===== src/design/pidpi_pkg.sv =====
// ----------------------------------------------------------------------------
// pidpi_pkg
// Shared types and constants of the PID controller: config layout, register
// indexes, reset values and the result word.
// ----------------------------------------------------------------------------
package pidpi_pkg;

    localparam int GAIN_W     = 16;  // signed gain width
    localparam int LIM_W      = 21;  // signed integral limit width
    localparam int DRIVE_W    = 28;  // signed drive width
    localparam int CFG_ADDR_W = 3;
    localparam int CFG_DATA_W = LIM_W;

    localparam logic MODE_POSITIONAL  = 1'b0;
    localparam logic MODE_INCREMENTAL = 1'b1;

    typedef enum logic [CFG_ADDR_W-1:0] {
        CFG_MODE,
        CFG_KP,
        CFG_KI,
        CFG_KD,
        CFG_INTEGRAL_HIGH,
        CFG_INTEGRAL_LOW
    } cfg_addr_t;

    localparam logic                    MODE_RESET          = MODE_POSITIONAL;
    localparam logic signed [GAIN_W-1:0] KP_RESET           = -16'sd5376;
    localparam logic signed [GAIN_W-1:0] KI_RESET           = -16'sd333;
    localparam logic signed [GAIN_W-1:0] KD_RESET           = -16'sd21299;
    localparam logic signed [LIM_W-1:0]  INTEGRAL_HIGH_RESET = 21'sd1000;
    localparam logic signed [LIM_W-1:0]  INTEGRAL_LOW_RESET  = -21'sd500;

    typedef struct packed {
        logic                     mode;
        logic signed [GAIN_W-1:0] kp;
        logic signed [GAIN_W-1:0] ki;
        logic signed [GAIN_W-1:0] kd;
        logic signed [LIM_W-1:0]  integral_high;
        logic signed [LIM_W-1:0]  integral_low;
    } cfg_t;

    typedef struct packed {
        logic signed [DRIVE_W-1:0] drive;
        logic                      integral_limited;
    } result_t;

endpackage


===== src/design/pidpi_cfg.sv =====
// ----------------------------------------------------------------------------
// pidpi_cfg
// Configuration register file: write-only, one register per index.
// ----------------------------------------------------------------------------
module pidpi_cfg (
    input  logic                                 aclk,
    input  logic                                 aresetn,
    input  logic                                 cfg_wr_en,
    input  logic [pidpi_pkg::CFG_ADDR_W-1:0]     cfg_addr,
    input  logic [pidpi_pkg::CFG_DATA_W-1:0]     cfg_wdata,
    output pidpi_pkg::cfg_t                      cfg
);

    pidpi_pkg::cfg_t cfg_reg;
    pidpi_pkg::cfg_t cfg_next;

    always_comb begin
        cfg_next = cfg_reg;
        if (cfg_wr_en) begin
            case (pidpi_pkg::cfg_addr_t'(cfg_addr))
                pidpi_pkg::CFG_MODE: begin
                    cfg_next.mode = cfg_wdata[0];
                end
                pidpi_pkg::CFG_KP: begin
                    cfg_next.kp = cfg_wdata[pidpi_pkg::GAIN_W-1:0];
                end
                pidpi_pkg::CFG_KI: begin
                    cfg_next.ki = cfg_wdata[pidpi_pkg::GAIN_W-1:0];
                end
                pidpi_pkg::CFG_KD: begin
                    cfg_next.kd = cfg_wdata[pidpi_pkg::GAIN_W-1:0];
                end
                pidpi_pkg::CFG_INTEGRAL_HIGH: begin
                    cfg_next.integral_high = cfg_wdata[pidpi_pkg::LIM_W-1:0];
                end
                pidpi_pkg::CFG_INTEGRAL_LOW: begin
                    cfg_next.integral_low = cfg_wdata[pidpi_pkg::LIM_W-1:0];
                end
                default: begin
                    cfg_next = cfg_reg;  // unused index, ignored
                end
            endcase
        end
    end

    always_ff @(posedge aclk) begin
        if (!aresetn) begin
            cfg_reg.mode          <= pidpi_pkg::MODE_RESET;
            cfg_reg.kp            <= pidpi_pkg::KP_RESET;
            cfg_reg.ki            <= pidpi_pkg::KI_RESET;
            cfg_reg.kd            <= pidpi_pkg::KD_RESET;
            cfg_reg.integral_high <= pidpi_pkg::INTEGRAL_HIGH_RESET;
            cfg_reg.integral_low  <= pidpi_pkg::INTEGRAL_LOW_RESET;
        end else begin
            cfg_reg <= cfg_next;
        end
    end

    assign cfg = cfg_reg;

endmodule


===== src/design/pidpi_datapath.sv =====
// ----------------------------------------------------------------------------
// pidpi_datapath
// One-pass PID arithmetic plus error history and integral state. State moves
// on when upd is high.
// ----------------------------------------------------------------------------
module pidpi_datapath #(
    parameter int SAMPLE_WIDTH   = 16,
    parameter int GAIN_FRAC_BITS = 8
) (
    input  logic                           aclk,
    input  logic                           aresetn,
    input  logic                           upd,
    input  logic signed [SAMPLE_WIDTH-1:0] measured,
    input  logic signed [SAMPLE_WIDTH-1:0] setpoint,
    input  pidpi_pkg::cfg_t                cfg,
    output pidpi_pkg::result_t             result
);

    localparam int GW    = pidpi_pkg::GAIN_W;
    localparam int DW    = pidpi_pkg::DRIVE_W;
    localparam int ERR_W = SAMPLE_WIDTH + 1;
    localparam int INT_W = pidpi_pkg::LIM_W + GAIN_FRAC_BITS;
    // wide enough for every partial sum in either mode, plus saturation headroom
    localparam int A0    = (SAMPLE_WIDTH + 20 > GAIN_FRAC_BITS + 23) ?
                           SAMPLE_WIDTH + 20 : GAIN_FRAC_BITS + 23;
    localparam int ACC_W = (A0 > DW + 2) ? A0 : DW + 2;

    logic signed [ERR_W-1:0] last_err_reg;
    logic signed [ERR_W-1:0] older_err_reg;
    logic signed [INT_W-1:0] integral_reg;

    logic signed [ERR_W-1:0]        err;
    logic signed [ERR_W:0]          de;
    logic signed [ERR_W:0]          de1;
    logic signed [ERR_W+1:0]        dd;
    logic signed [ERR_W+1:0]        kp_op;
    logic signed [ERR_W+1:0]        kd_op;
    logic signed [GW+ERR_W+1:0]     kp_prod;
    logic signed [GW+ERR_W-1:0]     ki_prod;
    logic signed [GW+ERR_W+1:0]     kd_prod;
    logic signed [ACC_W-1:0]        top;
    logic signed [ACC_W-1:0]        bot;
    logic signed [ACC_W-1:0]        int_pre;
    logic signed [ACC_W-1:0]        int_hi_clamped;
    logic signed [ACC_W-1:0]        int_clamped;
    logic                           over_top;
    logic                           under_bot;
    logic signed [ACC_W-1:0]        third_term;
    logic signed [ACC_W-1:0]        acc;
    logic signed [ACC_W-1:0]        shifted;
    logic                           pos_ovf;
    logic                           neg_ovf;
    logic                           positional;

    always_comb begin
        positional = (cfg.mode == pidpi_pkg::MODE_POSITIONAL);

        err = ERR_W'(setpoint) - ERR_W'(measured);
        de  = (ERR_W+1)'(err) - (ERR_W+1)'(last_err_reg);
        de1 = (ERR_W+1)'(last_err_reg) - (ERR_W+1)'(older_err_reg);
        dd  = (ERR_W+2)'(de) - (ERR_W+2)'(de1);

        // operand select: positional uses e and e - e(k-1)
        kp_op = positional ? (ERR_W+2)'(err) : (ERR_W+2)'(de);
        kd_op = positional ? (ERR_W+2)'(de)  : dd;

        kp_prod = (GW+ERR_W+2)'($signed(cfg.kp) * kp_op);
        ki_prod = (GW+ERR_W)'($signed(cfg.ki) * err);
        kd_prod = (GW+ERR_W+2)'($signed(cfg.kd) * kd_op);

        // clamp: upper bound first, lower bound wins when crossed
        top = ACC_W'($signed(cfg.integral_high)) <<< GAIN_FRAC_BITS;
        bot = ACC_W'($signed(cfg.integral_low)) <<< GAIN_FRAC_BITS;
        int_pre        = ACC_W'(integral_reg) + ACC_W'(ki_prod);
        over_top       = int_pre > top;
        int_hi_clamped = over_top ? top : int_pre;
        under_bot      = int_hi_clamped < bot;
        int_clamped    = under_bot ? bot : int_hi_clamped;

        third_term = positional ? int_clamped : ACC_W'(ki_prod);
        acc        = ACC_W'(kp_prod) + ACC_W'(kd_prod) + third_term;

        shifted = acc >>> GAIN_FRAC_BITS;  // floor
        pos_ovf = !shifted[ACC_W-1] && (|shifted[ACC_W-2:DW-1]);
        neg_ovf = shifted[ACC_W-1] && !(&shifted[ACC_W-2:DW-1]);

        if (pos_ovf) begin
            result.drive = {1'b0, {(DW-1){1'b1}}};
        end else if (neg_ovf) begin
            result.drive = {1'b1, {(DW-1){1'b0}}};
        end else begin
            result.drive = shifted[DW-1:0];
        end
        result.integral_limited = positional && (over_top || under_bot);
    end

    always_ff @(posedge aclk) begin
        if (!aresetn) begin
            last_err_reg  <= '0;
            older_err_reg <= '0;
            integral_reg  <= '0;
        end else if (upd) begin
            older_err_reg <= last_err_reg;
            last_err_reg  <= err;
            if (positional) begin
                integral_reg <= int_clamped[INT_W-1:0];
            end
        end
    end

endmodule


===== src/design/pid_controller_positional_incremental.sv =====
// ----------------------------------------------------------------------------
// pid_controller_positional_incremental
// Discrete PID controller, positional output with clamped integral or
// incremental output, behind valid/ready input and result channels.
// ----------------------------------------------------------------------------
// Path: an accepted word goes into the input register, then through the
//   one-pass arithmetic into the result register.
// Throughput: one word per cycle unless the result side stalls on m_ready;
//   the integral and error-history feedback closes within that single arithmetic pass.
// Reset: synchronous active-low aresetn clears the error history, integral
//   and both valid flags and loads the configuration reset values.
module pid_controller_positional_incremental #(
    parameter int SAMPLE_WIDTH   = 16,
    parameter int GAIN_FRAC_BITS = 8
) (
    input  logic                                   aclk,
    input  logic                                   aresetn,
    // configuration write port
    input  logic                                   cfg_wr_en,
    input  logic [pidpi_pkg::CFG_ADDR_W-1:0]       cfg_addr,
    input  logic [pidpi_pkg::CFG_DATA_W-1:0]       cfg_wdata,
    // sample input
    input  logic                                   s_valid,
    output logic                                   s_ready,
    input  logic signed [SAMPLE_WIDTH-1:0]         s_measured,
    input  logic signed [SAMPLE_WIDTH-1:0]         s_setpoint,
    // result output
    output logic                                   m_valid,
    input  logic                                   m_ready,
    output logic signed [pidpi_pkg::DRIVE_W-1:0]   m_drive,
    output logic                                   m_integral_limited
);

    pidpi_pkg::cfg_t    cfg;
    pidpi_pkg::result_t result;

    // input register stage
    logic                           in_vld_reg;
    logic                           in_vld_next;
    logic signed [SAMPLE_WIDTH-1:0] meas_reg;
    logic signed [SAMPLE_WIDTH-1:0] setp_reg;

    // result register stage
    logic                           out_vld_reg;
    logic                           out_vld_next;
    pidpi_pkg::result_t             out_reg;

    logic s_accept;
    logic adv;      // input word moves through the arithmetic into the result

    pidpi_cfg u_cfg (
        .aclk      (aclk),
        .aresetn   (aresetn),
        .cfg_wr_en (cfg_wr_en),
        .cfg_addr  (cfg_addr),
        .cfg_wdata (cfg_wdata),
        .cfg       (cfg)
    );

    pidpi_datapath #(
        .SAMPLE_WIDTH   (SAMPLE_WIDTH),
        .GAIN_FRAC_BITS (GAIN_FRAC_BITS)
    ) u_datapath (
        .aclk     (aclk),
        .aresetn  (aresetn),
        .upd      (adv),
        .measured (meas_reg),
        .setpoint (setp_reg),
        .cfg      (cfg),
        .result   (result)
    );

    // The result register frees whenever its word is taken, so a new word can
    // move in on the same edge; the input register frees on the same terms.
    assign adv      = in_vld_reg && (!out_vld_reg || m_ready);
    assign s_ready  = !in_vld_reg || adv;
    assign s_accept = s_valid && s_ready;

    always_comb begin
        in_vld_next = in_vld_reg;
        if (s_accept) begin
            in_vld_next = 1'b1;
        end else if (adv) begin
            in_vld_next = 1'b0;
        end

        out_vld_next = out_vld_reg;
        if (adv) begin
            out_vld_next = 1'b1;
        end else if (m_ready) begin
            out_vld_next = 1'b0;
        end
    end

    always_ff @(posedge aclk) begin
        if (!aresetn) begin
            in_vld_reg  <= 1'b0;
            out_vld_reg <= 1'b0;
        end else begin
            in_vld_reg  <= in_vld_next;
            out_vld_reg <= out_vld_next;
        end
    end

    // payload registers, no reset
    always_ff @(posedge aclk) begin
        if (s_accept) begin
            meas_reg <= s_measured;
            setp_reg <= s_setpoint;
        end
        if (adv) begin
            out_reg <= result;
        end
    end

    assign m_valid            = out_vld_reg;
    assign m_drive            = out_reg.drive;
    assign m_integral_limited = out_reg.integral_limited;

`ifndef SYNTH
    // a result only appears after a word passed through the arithmetic
    assert property (@(posedge aclk) disable iff (!aresetn)
        $rose(out_vld_reg) |-> $past(in_vld_reg))
        else $error("result valid without a word in the input stage");

    // an accepted word always lands in the input stage
    assert property (@(posedge aclk) disable iff (!aresetn)
        s_accept |=> in_vld_reg)
        else $error("accepted word lost");

    // incremental mode never reports a clamped integral
    assert property (@(posedge aclk) disable iff (!aresetn)
        (adv && cfg.mode == pidpi_pkg::MODE_INCREMENTAL) |=> !m_integral_limited)
        else $error("integral flagged as limited in incremental mode");

    // a held result is never overwritten
    assert property (@(posedge aclk) disable iff (!aresetn)
        (out_vld_reg && !m_ready) |=> $stable(out_reg))
        else $error("stalled result changed");
`endif

endmodule


===== config.mk =====
export PLATFORM = sky130hd
export DESIGN_NAME = pid_controller_positional_incremental
export DESIGN_NICKNAME = d
export VERILOG_FILES = /design/src/design/pidpi_pkg.sv /design/src/design/pidpi_cfg.sv /design/src/design/pidpi_datapath.sv /design/src/design/pid_controller_positional_incremental.sv
export SDC_FILE = /design/constraint.sdc
export NUM_CORES = 2
export LEC_CHECK = 0
export ABC_CLOCK_PERIOD_IN_PS = 39000
export BUFFER_PORTS_ARGS = -buffer_cell sky130_fd_sc_hd__buf_2
export CAP_MARGIN = 15
export CORE_ASPECT_RATIO = 1.75
export CORE_MARGIN = 2
export CORE_UTILIZATION = 42
export CTS_CLUSTER_DIAMETER = 150
export CTS_CLUSTER_SIZE = 24
export DETAILED_ROUTE_END_ITERATION = 10
export PLACE_DENSITY = 0.63
export SETUP_SLACK_MARGIN = 0.5
export SYNTH_ARGS = -nofsm -noshare
export SYNTH_HDL_FRONTEND = slang
export SYNTH_SLANG_ARGS = --single-unit

===== constraint.sdc =====
create_clock -name aclk -period 39 [get_ports aclk]
set_input_delay 11.7 -clock aclk [delete_from_list [all_inputs] [get_ports aclk]]
set_output_delay 11.7 -clock aclk [all_outputs]
set_load 0.05 [all_outputs]

# == Yosys cells after proc, flatten, opt, wreduce, memory -nomap -nowiden ==
# Index checks and enable logic that the tools add are counted.
# word_totals
regBits,217
input_bits,61
out_inout_bits,31
wordCells,60
# classes
add_sub_neg,7
multipliers,3
n_lt_le_gt_ge,2
n_eq_ne,5
muxes,9
bitwise,1
n_reduce_logical,18
# ops
operator,count
$mux W36,3
$mul A16 B19 Y35,2
$mux W19,2
$add A35 B35 Y36,1
$add A36 B36 Y36,1
$lt A36 B29 Y1,1
$sub A17 B17 Y18,2
$add A29 B33 Y34,1
$gt A34 B29 Y1,1
$mul A16 B17 Y33,1
$sub A18 B18 Y19,1
$sub A16 B16 Y17,1
$reduce_and A2 Y1,7
$eq A3 B2 Y1 const B,2
$eq A3 B3 Y1 const B,2
$mux W1,4
$reduce_bool A2 Y1,2
$eq A3 B1 Y1 const B,1
$logic_and A1 B1 Y1,3
$logic_not A3 Y1,1
$logic_or A1 B1 Y1,3
$logic_not A1 Y1,2
$not A1 Y1,1

# == Logic depth before layout (Yosys ltp) ==
# logic_depth
depth_word,9
depth_mapped,91
ltp_nobuf,86

# == By module ==
# A second synthesis with hierarchy kept.
# hier_totals
hier_cells,5278
area_unflattened_um2,48526.5
# by_module_without_submodules
module,n_inst,cells_each,area_per_inst_um2,seq_area_each_um2
pidpi_datapath,1,4859,42970.0,1261.2
pidpi_cfg,1,349,3621.0,1821.7
pid_controller_positional_incremental,1,70,1935.6,1871.8

# == Worst setup path before layout ==
# Ideal clock, no wire load.
# synth_timing
path_kind,input-to-output
startpoint,input port m_ready
endpoint,output port s_ready
t_arrival_ns,12.206
required_ns,27.300
path_slack_ns,15.094
cell_stages,2
path_buffers,0
cell_sequence,nor2b_1 nand2_1
# synth_between
elab_chain_len,3
# synth_lines
item,line_no,text
start: declaration,pid_controller_positional_incremental.sv:29,"input logic m_ready,"
$logic_or A1 B1 Y1,pid_controller_positional_incremental.sv:75,assign adv = in_vld_reg && (!out_vld_reg || m_ready);
$logic_and A1 B1 Y1,pid_controller_positional_incremental.sv:75,
$logic_or A1 B1 Y1,pid_controller_positional_incremental.sv:76,assign s_ready = !in_vld_reg || adv;
end: declaration,pid_controller_positional_incremental.sv:24,"output logic s_ready,"
# Every way passes these cells.

# == Final worst setup path ==
# Same ends and word-level chain as after synthesis.

==> flow_summary.json <==
{
  "dominant_combinational_cell_family_by_area_after_synthesis": "adder cells",
  "cts_root_buffer": "clkbuf_16",
  "ys_seq_elements": 217,
  "remaining_drc_errors": 0,
  "critical_path.cell_chain": "buf_2, nor2b_1, nand2_1, buf_2",
  "tritoncts.num_buffers": 14,
  "grt_max_degree": 83,
  "hold_violations": 0,
  "start_kind": "primary input",
  "mappedNetlistNets": 6774,
  "synthTopCellsByArea": "fa_1, inv_1, ha_1, nand2_1, dfxtp_1",
  "complex_gate_fraction_of_the_synthesized_area": 0.07731,
  "max_cap_viols": 0,
  "synthMostInstantiatedCell": "inv_1",
  "setup_repair_after_global_routing_missed_its_margin": "false",
  "die_width_um": 259.2,
  "clock_sinks": 217,
  "dr.pass1.iters": 5,
  "setup_viol": 0,
  "post_synth.cell_area_avg_um2": 8.952,
  "largest_register_ffs": 91,
  "min_tclk_post_route_ns": 24.27,
  "dp.final_hpwl_um": 114200,
  "critPathMaxStageDelay_ns": 0.30,
  "grt_overflow_total": 0,
  "ctsResizeCount": 0,
  "grt_antenna_before_repair": 7,
  "synth_sequential_area_ratio": 0.1035,
  "post_synth_inst_count": 5346,
  "grt_pass1_vias": 39220,
  "ys_dominant_reg_cell": "dfxtp_1",
  "top_level_ports": 92,
  "floorplan.rows": 163,
  "fp.dieArea_mm2": 0.1168,
  "achievable-frequency_mhz": 41.20,
  "class_of_the_tightest_hold_or_removal_check": "register to register",
  "min_delay_path_depth": 2,
  "slew_violations": 0,
  "yosys_warnings": 0,
  "finalSetupTns_ns": 0,
  "final_layout_size_suffix_gt1_frac": 0.05210,
  "cts_htree_levels": 1,
  "synthesis.area_mm2": 0.04786,
  "grtUsageTotal": 0.2353,
  "clock_latency_ns": 0.57,
  "post_synth_mux_area_share": 0.01383,
  "synth_largest_area_cell": "fa_1",
  "placement.setup.worst_slack_ns": 14.65,
  "post_synth_and_or_nand_nor_area_fraction": 0.1487,
  "fp.dieH_um": 450.6,
  "ff2ff_path_depth": 82,
  "postRouteAntennaNets": 0,
  "crit_type": "primary input to primary output",
  "synthXorXnorAreaFrac": 0.02708,
  "fraction_of_the_cycle_the_final_worst_path_needs": 0.6224,
  "netlist.area_leader.share": 0.4216,
  "timing.critical_path.required_ns": 27.30,
  "edff_count_synth": 61,
  "outcome": "complete, no violations",
  "placement.io_buffers": 91,
  "worst_slew_margin_rel": 0.2066,
  "slowest_stage": "buf_2",
  "synth_async_sr_flop_share": 0,
  "synthTopCellsByCount": "inv_1, fa_1, nand2_1, ha_1, and2_1",
  "start_util": 0.4236,
  "grt_pass1_wl_um": 211900,
  "routedWlPerCell_um": 19.55,
  "total_nets_final": 6720,
  "via_count": 35190,
  "path_max_fanout": 4,
  "initial_drc_count": 1467,
  "fillCellCount": 11150,
  "placeableCoreArea_mm2": 0.1130,
  "clk_pin_slew_ns": 0.10,
  "area_delta_synth_final_pct": 5.278,
  "synth_fa_ha_area_frac": 0.5159,
  "cts_tree": "done",
  "fin_ws_ns": 14.73,
  "place.gp.congestion": 0.9516,
  "cts_setup_buffers": 0,
  "post_synth_num_cell_types": 75,
  "critical-path-top-cell-by-count": "buf_2",
  "timing.critical_path.to_type": "primary output",
  "postRouteWirelength_um": 132600,
  "worst_clock_skew_ns": 0.04756,
  "clock_path_buffers": 3,
  "worst-slew-pin-transition_ns": 1.189,
  "cp.arrival_ns": 12.57,
  "cts_hold_repair.buffers": 0,
  "vias_per_cell": 5.186
}
## placed cells by master (no fill, tap or decap), types with 61 or more instances in the layout
cell	n
a21boi_0	78
dfxtp_1	155
a21oi_1	121
ha_1	359
nand2_1	876
buf_2	90
fa_1	1008
edfxtp_1	61
o21ai_0	92
xnor2_1	100
and2_1	271
inv_1	1230
nor2_1	131
## final timing paths
| kind | to | slack [ns] | from |
|---|---|---|---|
| worst max-delay path | s_ready | 14.73 | m_ready |
| worst min register to register | u_datapath.integral_reg[6] | 0.46 | u_datapath.integral_reg[6] |
| worst max register to register | m_drive[26] | 14.82 | meas_reg[0] |
| worst min-delay path | u_datapath.integral_reg[6] | 0.46 | u_datapath.integral_reg[6] |
## layer usage
layer	global-route usage	routed length [um]	up-vias
li1	-	-	16010
met1	0.2395	45690	18090
met2	0.4714	75100	745
met3	0.01439	3930	347
met4	0.1202	7887	4
met5	0	27	-
## critical path, delay by kind of cell
family / cells / cell delay (ns)
and+or+nand+nor: 2 / 0.47
buffers and inverters: 2 / 0.40
## cells by family (layout without fill, tap and decap cells)
kind of cell	Yosys count	after routing
other	0	2
multiplexers	60	60
flip-flops	217	217
XOR/XNOR	148	148
AND/OR/NAND/NOR	1549	1549
AO/OA/AOI/OAI	557	557
adder cells (fa/ha/maj)	1369	1369
buffers and inverters	1446	1398
## stage by stage
step	instance area (um2)	hold WS, ns	instances	utilization
finish	50390	0.4637	6785	0.4459
global route	50380	0.4868	6784	0.4459
CTS	50350	0.4647	6780	0.4456
detailed placement	49880	0.4500	6758	0.4415
global placement	49880	0.4425	6758	0.4415
floorplan	47860	0.4315	5346	-
## final cells by class
cell class,count,area (um2),share of cell area
Sequential cell,217,4956,0.09836
Antenna cell,2,5.005,0.00009933
Timing Repair Buffer,144,867.1,0.01721
Inverter,1232,4624,0.09178
Multi-Input combinational cell,3683,37610,0.7464
Tap cell,1485,1858,0.03688
Clock inverter,5,82.58,0.001639
Clock buffer,17,382.9,0.007599
Power is not shown: default switching activity piles up to over one toggle a cycle in this logic, so the estimate is an artifact.
